## src/sv/rgbhsv_pkg.sv

```systemverilog
// Shared types and constants for the RGB to HSV converter.
package rgbhsv_pkg;

  localparam int CH_BITS   = 8;
  localparam int CMAX      = (1 << CH_BITS) - 1;
  localparam int HUE_W     = 15;
  localparam int DIV_STEPS = (CH_BITS > 12) ? CH_BITS : 12;
  localparam int REM_W     = CH_BITS + DIV_STEPS + 1;

  localparam logic [HUE_W-1:0] HUE_0   = HUE_W'(0);
  localparam logic [HUE_W-1:0] HUE_120 = HUE_W'(120 * 64);
  localparam logic [HUE_W-1:0] HUE_240 = HUE_W'(240 * 64);
  localparam logic [HUE_W-1:0] HUE_360 = HUE_W'(360 * 64);

  localparam int MID_DEPTH_DEF = 4;
  localparam int OUT_DEPTH_DEF = 32;

  typedef struct packed {
    logic [CH_BITS-1:0] red;
    logic [CH_BITS-1:0] green;
    logic [CH_BITS-1:0] blue;
  } pixel_t;

  typedef struct packed {
    logic [HUE_W-1:0]   hue;
    logic               hue_defined;
    logic [CH_BITS-1:0] saturation;
    logic [CH_BITS-1:0] brightness;
  } hsv_t;

  // classified pixel: sector base, sign and magnitude of the difference
  typedef struct packed {
    logic               defined;
    logic               neg;
    logic [HUE_W-1:0]   base;
    logic [CH_BITS-1:0] brightness;
    logic [CH_BITS-1:0] delta;
    logic [CH_BITS-1:0] absdiff;
  } class_t;

  typedef struct packed {
    class_t               c;
    logic [REM_W-1:0]     rem_h;
    logic [REM_W-1:0]     rem_s;
    logic [DIV_STEPS-1:0] q_h;
    logic [DIV_STEPS-1:0] q_s;
  } div_t;

endpackage

```

## src/sv/rgbhsv_fifo.sv

```systemverilog
// Small register FIFO used between the pipeline parts.
module rgbhsv_fifo #(
  parameter int W     = 8,
  parameter int DEPTH = 4
) (
  input  logic         clk,
  input  logic         rst_n,
  input  logic         push,
  input  logic [W-1:0] wdata,
  input  logic         pop,
  output logic [W-1:0] rdata,
  output logic         empty,
  output logic         full
);
  localparam int AW = (DEPTH > 1) ? $clog2(DEPTH) : 1;
  localparam int CW = $clog2(DEPTH + 1);

  logic [W-1:0]  mem_r [DEPTH];
  logic [AW-1:0] wp_r, rp_r;
  logic [CW-1:0] cnt_r;
  logic          do_push, do_pop;

  assign empty   = (cnt_r == CW'(0));
  assign full    = (cnt_r == CW'(DEPTH));
  assign do_push = push && !full;
  assign do_pop  = pop && !empty;
  assign rdata   = mem_r[rp_r];

  always_ff @(posedge clk) begin
    if (!rst_n) begin
      wp_r  <= '0;
      rp_r  <= '0;
      cnt_r <= '0;
    end else begin
      if (do_push) wp_r <= (wp_r == AW'(DEPTH - 1)) ? '0 : wp_r + AW'(1);
      if (do_pop)  rp_r <= (rp_r == AW'(DEPTH - 1)) ? '0 : rp_r + AW'(1);
      cnt_r <= cnt_r + CW'(do_push) - CW'(do_pop);
    end
  end

  always_ff @(posedge clk) begin
    if (do_push) mem_r[wp_r] <= wdata;
  end
endmodule

```

## src/sv/rgbhsv_front.sv

```systemverilog
// Front part: takes a pixel, finds max/min, sector and hue difference.
module rgbhsv_front import rgbhsv_pkg::*; (
  input  logic   clk,
  input  logic   rst_n,
  input  logic   in_push,
  output logic   in_full,
  input  pixel_t in_word,
  output logic   cls_valid,
  input  logic   cls_ready,
  output class_t cls_word
);
  logic   v_r;
  class_t c_r, c_nxt;
  logic   take;
  logic [CH_BITS-1:0] r, g, b, mx, mn, pa, pb;

  assign in_full   = v_r && !cls_ready;
  assign take      = in_push && !in_full;
  assign cls_valid = v_r;
  assign cls_word  = c_r;

  always_comb begin
    r = in_word.red;
    g = in_word.green;
    b = in_word.blue;
    mn = r;
    if (g < mn) mn = g;
    if (b < mn) mn = b;
    // red wins ties, then green
    if (r >= g && r >= b) begin
      mx = r; pa = g; pb = b;
    end else if (g >= b) begin
      mx = g; pa = b; pb = r;
    end else begin
      mx = b; pa = r; pb = g;
    end
    c_nxt.brightness = mx;
    c_nxt.delta      = mx - mn;
    c_nxt.defined    = (mx != mn);
    c_nxt.neg        = (pa < pb);
    c_nxt.absdiff    = (pa < pb) ? (pb - pa) : (pa - pb);
    if (r >= g && r >= b)  c_nxt.base = (pa < pb) ? HUE_360 : HUE_0;
    else if (g >= b)       c_nxt.base = HUE_120;
    else                   c_nxt.base = HUE_240;
  end

  always_ff @(posedge clk) begin
    if (!rst_n) begin
      v_r <= 1'b0;
    end else if (take) begin
      v_r <= 1'b1;
    end else if (cls_ready) begin
      v_r <= 1'b0;
    end
  end

  always_ff @(posedge clk) begin
    if (take) c_r <= c_nxt;
  end
endmodule

```

## src/sv/rgbhsv_back.sv

```systemverilog
// Back part: two restoring dividers, one quotient bit per stage, then hue fixup.
module rgbhsv_back import rgbhsv_pkg::*; (
  input  logic   clk,
  input  logic   rst_n,
  input  logic   issue,
  input  class_t cls_word,
  output logic   res_valid,
  output hsv_t   res_word
);
  logic v_r [DIV_STEPS+1];
  div_t s_r [DIV_STEPS+1];
  div_t s0_nxt;
  logic vf_r;
  hsv_t f_r, f_nxt;

  always_comb begin
    s0_nxt.c     = cls_word;
    // 3840*absdiff and CMAX*delta by shift and subtract
    s0_nxt.rem_h = (REM_W'(cls_word.absdiff) << 12) - (REM_W'(cls_word.absdiff) << 8);
    s0_nxt.rem_s = (REM_W'(cls_word.delta) << CH_BITS) - REM_W'(cls_word.delta);
    s0_nxt.q_h   = '0;
    s0_nxt.q_s   = '0;
  end

  always_ff @(posedge clk) begin
    if (!rst_n) v_r[0] <= 1'b0;
    else        v_r[0] <= issue;
  end
  always_ff @(posedge clk) begin
    s_r[0] <= s0_nxt;
  end

  for (genvar k = 1; k <= DIV_STEPS; k++) begin : g_step
    localparam int BIT = DIV_STEPS - k;
    div_t nx;
    logic [REM_W-1:0] dh, ds;
    always_comb begin
      nx = s_r[k-1];
      dh = REM_W'(s_r[k-1].c.delta) << BIT;
      ds = REM_W'(s_r[k-1].c.brightness) << BIT;
      if (s_r[k-1].rem_h >= dh) begin
        nx.rem_h  = s_r[k-1].rem_h - dh;
        nx.q_h[BIT] = 1'b1;
      end
      if (s_r[k-1].rem_s >= ds) begin
        nx.rem_s  = s_r[k-1].rem_s - ds;
        nx.q_s[BIT] = 1'b1;
      end
    end
    always_ff @(posedge clk) begin
      if (!rst_n) v_r[k] <= 1'b0;
      else        v_r[k] <= v_r[k-1];
    end
    always_ff @(posedge clk) begin
      s_r[k] <= nx;
    end
  end

  always_comb begin
    div_t d;
    logic [HUE_W-1:0] q;
    d = s_r[DIV_STEPS];
    q = HUE_W'(d.q_h);
    f_nxt.brightness  = d.c.brightness;
    f_nxt.hue_defined = d.c.defined;
    f_nxt.saturation  = (d.c.brightness == '0) ? '0 : d.q_s[CH_BITS-1:0];
    // negative difference: floor rounds away from the base
    if (!d.c.defined)  f_nxt.hue = '0;
    else if (d.c.neg)  f_nxt.hue = d.c.base - q - HUE_W'(d.rem_h != '0);
    else               f_nxt.hue = d.c.base + q;
  end

  always_ff @(posedge clk) begin
    if (!rst_n) vf_r <= 1'b0;
    else        vf_r <= v_r[DIV_STEPS];
  end
  always_ff @(posedge clk) begin
    f_r <= f_nxt;
  end

  assign res_valid = vf_r;
  assign res_word  = f_r;
endmodule

```

## src/sv/rgb_to_hsv_core.sv

```systemverilog
// Top level of the RGB to HSV converter.
// Usage:
//   Input channel: drive in_word and raise in_push; a word is taken on a
//   clock edge where in_push is high and in_full is low.
//   Result channel: while out_empty is low, out_word holds the oldest
//   result; it is taken on an edge where out_pop is high.
//   One word in, one word out, in order.
// Throughput: one pixel per clock when the receiver keeps popping.
// Path from accept to out_empty low: front register, mid queue, restoring
//   divider stages (one quotient bit per stage), hue fixup register, result FIFO.
// The front classifier feeds a MID_DEPTH queue; words leave it only when
//   the OUT_DEPTH result FIFO has a free slot counting words still in the
//   divider, so the divider pipeline never stalls.
// Stall: if out_pop stays low the result FIFO fills, then the mid queue,
//   then in_full rises. Nothing is dropped.
// Reset (rst_n low, synchronous): all queues are emptied, in_full low and
//   out_empty high on the next cycle.
module rgb_to_hsv_core import rgbhsv_pkg::*; #(
  parameter int MID_DEPTH = MID_DEPTH_DEF,
  parameter int OUT_DEPTH = OUT_DEPTH_DEF
) (
  input  logic   clk,
  input  logic   rst_n,
  input  logic   in_push,
  output logic   in_full,
  input  pixel_t in_word,
  output logic   out_empty,
  input  logic   out_pop,
  output hsv_t   out_word
);
  localparam int CW = $clog2(OUT_DEPTH + 1);

  logic   cls_valid, mid_full, mid_empty, issue, res_valid, out_full;
  class_t cls_word, mid_word;
  hsv_t   res_word;
  logic [CW-1:0] cred_r;
  logic   pop_ok;

  rgbhsv_front u_front (
    .clk, .rst_n, .in_push, .in_full, .in_word,
    .cls_valid, .cls_ready(!mid_full), .cls_word
  );

  rgbhsv_fifo #(.W($bits(class_t)), .DEPTH(MID_DEPTH)) u_mid (
    .clk, .rst_n,
    .push(cls_valid), .wdata(cls_word),
    .pop(issue), .rdata(mid_word),
    .empty(mid_empty), .full(mid_full)
  );

  // words in the divider plus words in the result FIFO
  assign pop_ok = out_pop && !out_empty;
  assign issue  = !mid_empty && (cred_r < CW'(OUT_DEPTH));

  always_ff @(posedge clk) begin
    if (!rst_n) cred_r <= '0;
    else        cred_r <= cred_r + CW'(issue) - CW'(pop_ok);
  end

  rgbhsv_back u_back (
    .clk, .rst_n, .issue, .cls_word(mid_word), .res_valid, .res_word
  );

  rgbhsv_fifo #(.W($bits(hsv_t)), .DEPTH(OUT_DEPTH)) u_out (
    .clk, .rst_n,
    .push(res_valid), .wdata(res_word),
    .pop(out_pop), .rdata(out_word),
    .empty(out_empty), .full(out_full)
  );

  logic unused_full;
  assign unused_full = out_full;
endmodule

```

## config.mk

```make
export PLATFORM = sky130hd
export DESIGN_NAME = rgb_to_hsv_core
export DESIGN_NICKNAME = d
export VERILOG_FILES = /design/src/sv/rgbhsv_pkg.sv /design/src/sv/rgbhsv_fifo.sv /design/src/sv/rgbhsv_front.sv /design/src/sv/rgbhsv_back.sv /design/src/sv/rgb_to_hsv_core.sv
export SDC_FILE = /design/constraint.sdc
export NUM_CORES = 2
export LEC_CHECK = 0
export ABC_CLOCK_PERIOD_IN_PS = 7050
export BUFFER_PORTS_ARGS = -buffer_cell sky130_fd_sc_hd__buf_2
export CORE_ASPECT_RATIO = 2
export CORE_MARGIN = 4
export CORE_UTILIZATION = 60
export CTS_BUF_LIST = sky130_fd_sc_hd__clkbuf_8
export CTS_CLUSTER_SIZE = 10
export DETAILED_ROUTE_END_ITERATION = 8
export PLACE_DENSITY_LB_ADDON = 0.05
export REMOVE_ABC_BUFFERS = 1
export SYNTH_ARGS = -nofsm -noshare
export SYNTH_HDL_FRONTEND = slang
export SYNTH_SLANG_ARGS = --single-unit
export TNS_END_PERCENT = 20
```

## constraint.sdc

```tcl
create_clock -name clk -period 7.05 [get_ports clk]
set_input_delay 1.0575 -clock clk [delete_from_list [all_inputs] [get_ports clk]]
set_output_delay 1.0575 -clock clk [all_outputs]
set_load 0.005 [all_outputs]
```

==> results_dict.tcl <==
set metrics [dict create \
    status "completed" \
    clock_skew_ps 83.5 \
    start_util_pct 60.6 \
    avgSynthCellArea_um2 14.9 \
    antenna_found_initial 5 \
    fillers 9410 \
    ys_seq_area_share_pct 66.4 \
    synth.area.top_cells "edfxtp_1 (44%), dfxtp_1 (23%), mux4_2 (9.7%), ha_1 (4.7%), inv_1 (1.8%)" \
    yosysTopAreaCell "edfxtp_1" \
    gp_congestion 0.859 \
    clock_path_buffers 4 \
    hp-class "flip-flop to flip-flop" \
    syn-cell-area_um2 81400 \
    cts_sinks 2108 \
    dr.pass1.iters 6 \
    hold_viol_final 0 \
    maxSlewHeadroom_pct 16.7 \
    die_w_um 268 \
    cp-end-kind "flip-flop" \
    leakage_nw 33.4 \
    htreeDepth 5 \
    r2r_cells 12 \
    min_path_cells 0 \
    synth_top_area_share_pct 43.5 \
    max_freq_mhz 185 \
    row_count 190 \
    syn-instance-count 5456 \
    core_um2 134000 \
    cp.required_ps 7600 \
    vdd_drop_max_mv 0.267 \
    dpl.cell_count 7178 \
    synthToLayoutAreaGrowth_pct 10.2 \
    dp_hpwl_mm 117 \
    cts_tree "yes" \
    drtAntennaViolNets 0 \
    grt_pass1_wl_mm 268 \
    cts_inserted_buffers 284 \
    die_h_um 529 \
    setup_tns_ps 0 \
    drt_iter0_drc 2785 \
    clkLatencyLatePin_ps 880 \
    crit_arrival_ps 5960 \
    postCtsHoldBufs 0 \
    fp.dieArea_um2 142000 \
    startpoint_type "input port" \
    via_per_inst 5.82 \
    post-cts-setup-buffers 0 \
    drive_gt1_share_pct 16.5 \
    num-nets-final 6097 \
    cp_max_fo 13 \
    numPortBuffers 61 \
    grt_pass1_vias 46900 \
    finalCriticalPeriod_ps 5410 \
    wl_per_cell_um 23.2 \
    setup_viol 0 \
    grtUsageTotal_pct 25.3 \
    clock-root-buffer "clkbuf_8" \
    rsz0062_at_grt "false" \
    ios 62 \
    maxCapViolCount 0 \
    tightest_slew_ps 1250 \
    synthTopCellsByCount "edfxtp_1 (1,179), dfxtp_1 (929), inv_1 (399)" \
    synth_edf_count 1179 \
    power_density_nw_per_um2 448 \
    cts_resized 0 \
    critPathKind "input port to flip-flop" \
    drv_slew 0 \
    yosysWarnings 0 \
    drcViolationCount 0 \
    num_vias 44600 \
    ys_ff_latch 2108 \
    synth.most_common_cell "edfxtp_1" \
    totalWireLength_mm 178 \
    synthArstFlopShare_pct 0 \
    globalRouteOverflowTotal 0 \
    period_share_pct 76.8 \
    ys.flop_type "edfxtp_1" \
    path_clk_slew_ps 70 \
    final_cells 7673 \
    synthDistinctLibCells 69 \
    grt_max_degree 107 \
]
==> power breakdown <==
group | total (mW) | switching, mW | internal [mW]
logic | 12.6 | 6.85 | 5.80
clock network | 8.74 | 4.29 | 4.45
registers | 18.8 | 2.29 | 16.5
total | 40.2 | 13.4 | 26.7
==> metrics by stage <==
stage	util (%)	power [mW]	worst slack [ps]	hold WS [ps]	instance area [um2]
after floorplan	-	28.3	-5850	310	80900
after global placement	62.7	31.4	714	310	84200
after detailed placement	62.7	31.8	675	312	84200
after CTS	66.7	40.6	1580	297	89600
after global routing	66.7	42.8	1220	303	89600
final	66.7	40.2	1640	300	89600
==> cells in the final DEF, fill, tap and decap left out, drive strengths merged, types with 25 or more instances in the layout <==
cell type,instances
a21boi,48
a21o,70
a21oi,124
and2,49
buf,131
clkbuf,336
clkinv,41
dfxtp,929
edfxtp,1179
fa,30
ha,303
inv,503
mux2,57
mux2i,61
mux4,350
nand2,288
nand2b,50
nand3,41
nand4,27
nor2,277
nor2b,87
nor3,85
nor4,58
o21a,25
o21ai,233
o31ai,49
or3,29
xnor2,146
xor2,129
==> final timing paths <==
kind	startpoint	to	slack, ps
setup / recovery	in_word[2]	u_front.cls_word[6]	1640
hold / removal	u_back.s_r[11][18]	u_back.s_r[12][18]	300
setup reg to reg	u_back.s_r[6][84]	u_back.s_r[7][40]	3160
hold reg to reg	u_back.s_r[11][18]	u_back.s_r[12][18]	300
==> routing by layer <==
metal  share of wire, %  wire, um  vias to the layer above  GRT usage [%]
met5             0.0073        13                        -              0
met4                5.1      9140                        2           12.0
met3                4.2      7480                      453           3.31
met2                 59    106000                     1213           51.6
met1                 31     55700                    22300           24.0
li1                   -         -                    20600              -
==> cells by family (layout without fill, tap and decap cells) <==
kind of cell,after synthesis,after routing,synth area share (%)
AOI/OAI and AO/OA,638,638,4.87
xor gates and xnor gates,275,275,2.96
adders and majority gates,333,333,5.40
buffers and inverters,537,1021,2.48
DFF,2108,2108,66.4
muxes,468,468,11.2
other,1,6,0.00461
and+or+nand+nor,1096,1096,6.70
==> area by class of cell <==
type                    count  area, um2  area share [%]
flip-flops and latches   2108      54000            60.3
multi-input cells        2811      25700            28.6
repair buffers            131        906            1.01
clock inverters           154        759           0.847
diodes                      5       12.5          0.0140
inverters                 400       1500            1.67
clock buffers             336       4620            5.16
well taps                1728       2160            2.41
==> state kept, by name, indices dropped and copies added (netlist names), named ones only <==
name and cells:
u_out.mem_r 1024, u_out.rp_r 5, u_mid.rp_r 2, u_back.s_r 846, u_out.wp_r 5, u_front.cls_valid 1, u_out.cnt_r 6, u_back.res_valid 1
u_front.cls_word 31, u_mid.mem_r 124, u_back.res_word 32, cred_r 6, u_mid.cnt_r 3, u_back.v_r 13, u_mid.wp_r 2
==> critical path, stage by stage <==
cell and delay, ps:
buf_2 210, inv_1 110, ha_1 310, a21oi_1 60, a21boi_0 280, o211ai_1 180, a21oi_4 490, buf_4 330
mux2i_1 220, nor2_1 60, a21o_1 170, ha_1 380, o21ai_0 170, nand2b_1 70, a21oi_1 150, a21o_1 320
mux2_2 390, a221oi_1 440, o21ai_0 170, a221oi_1 310, xnor2_1 90
Note: power is estimated with default switching activity, not from simulation.
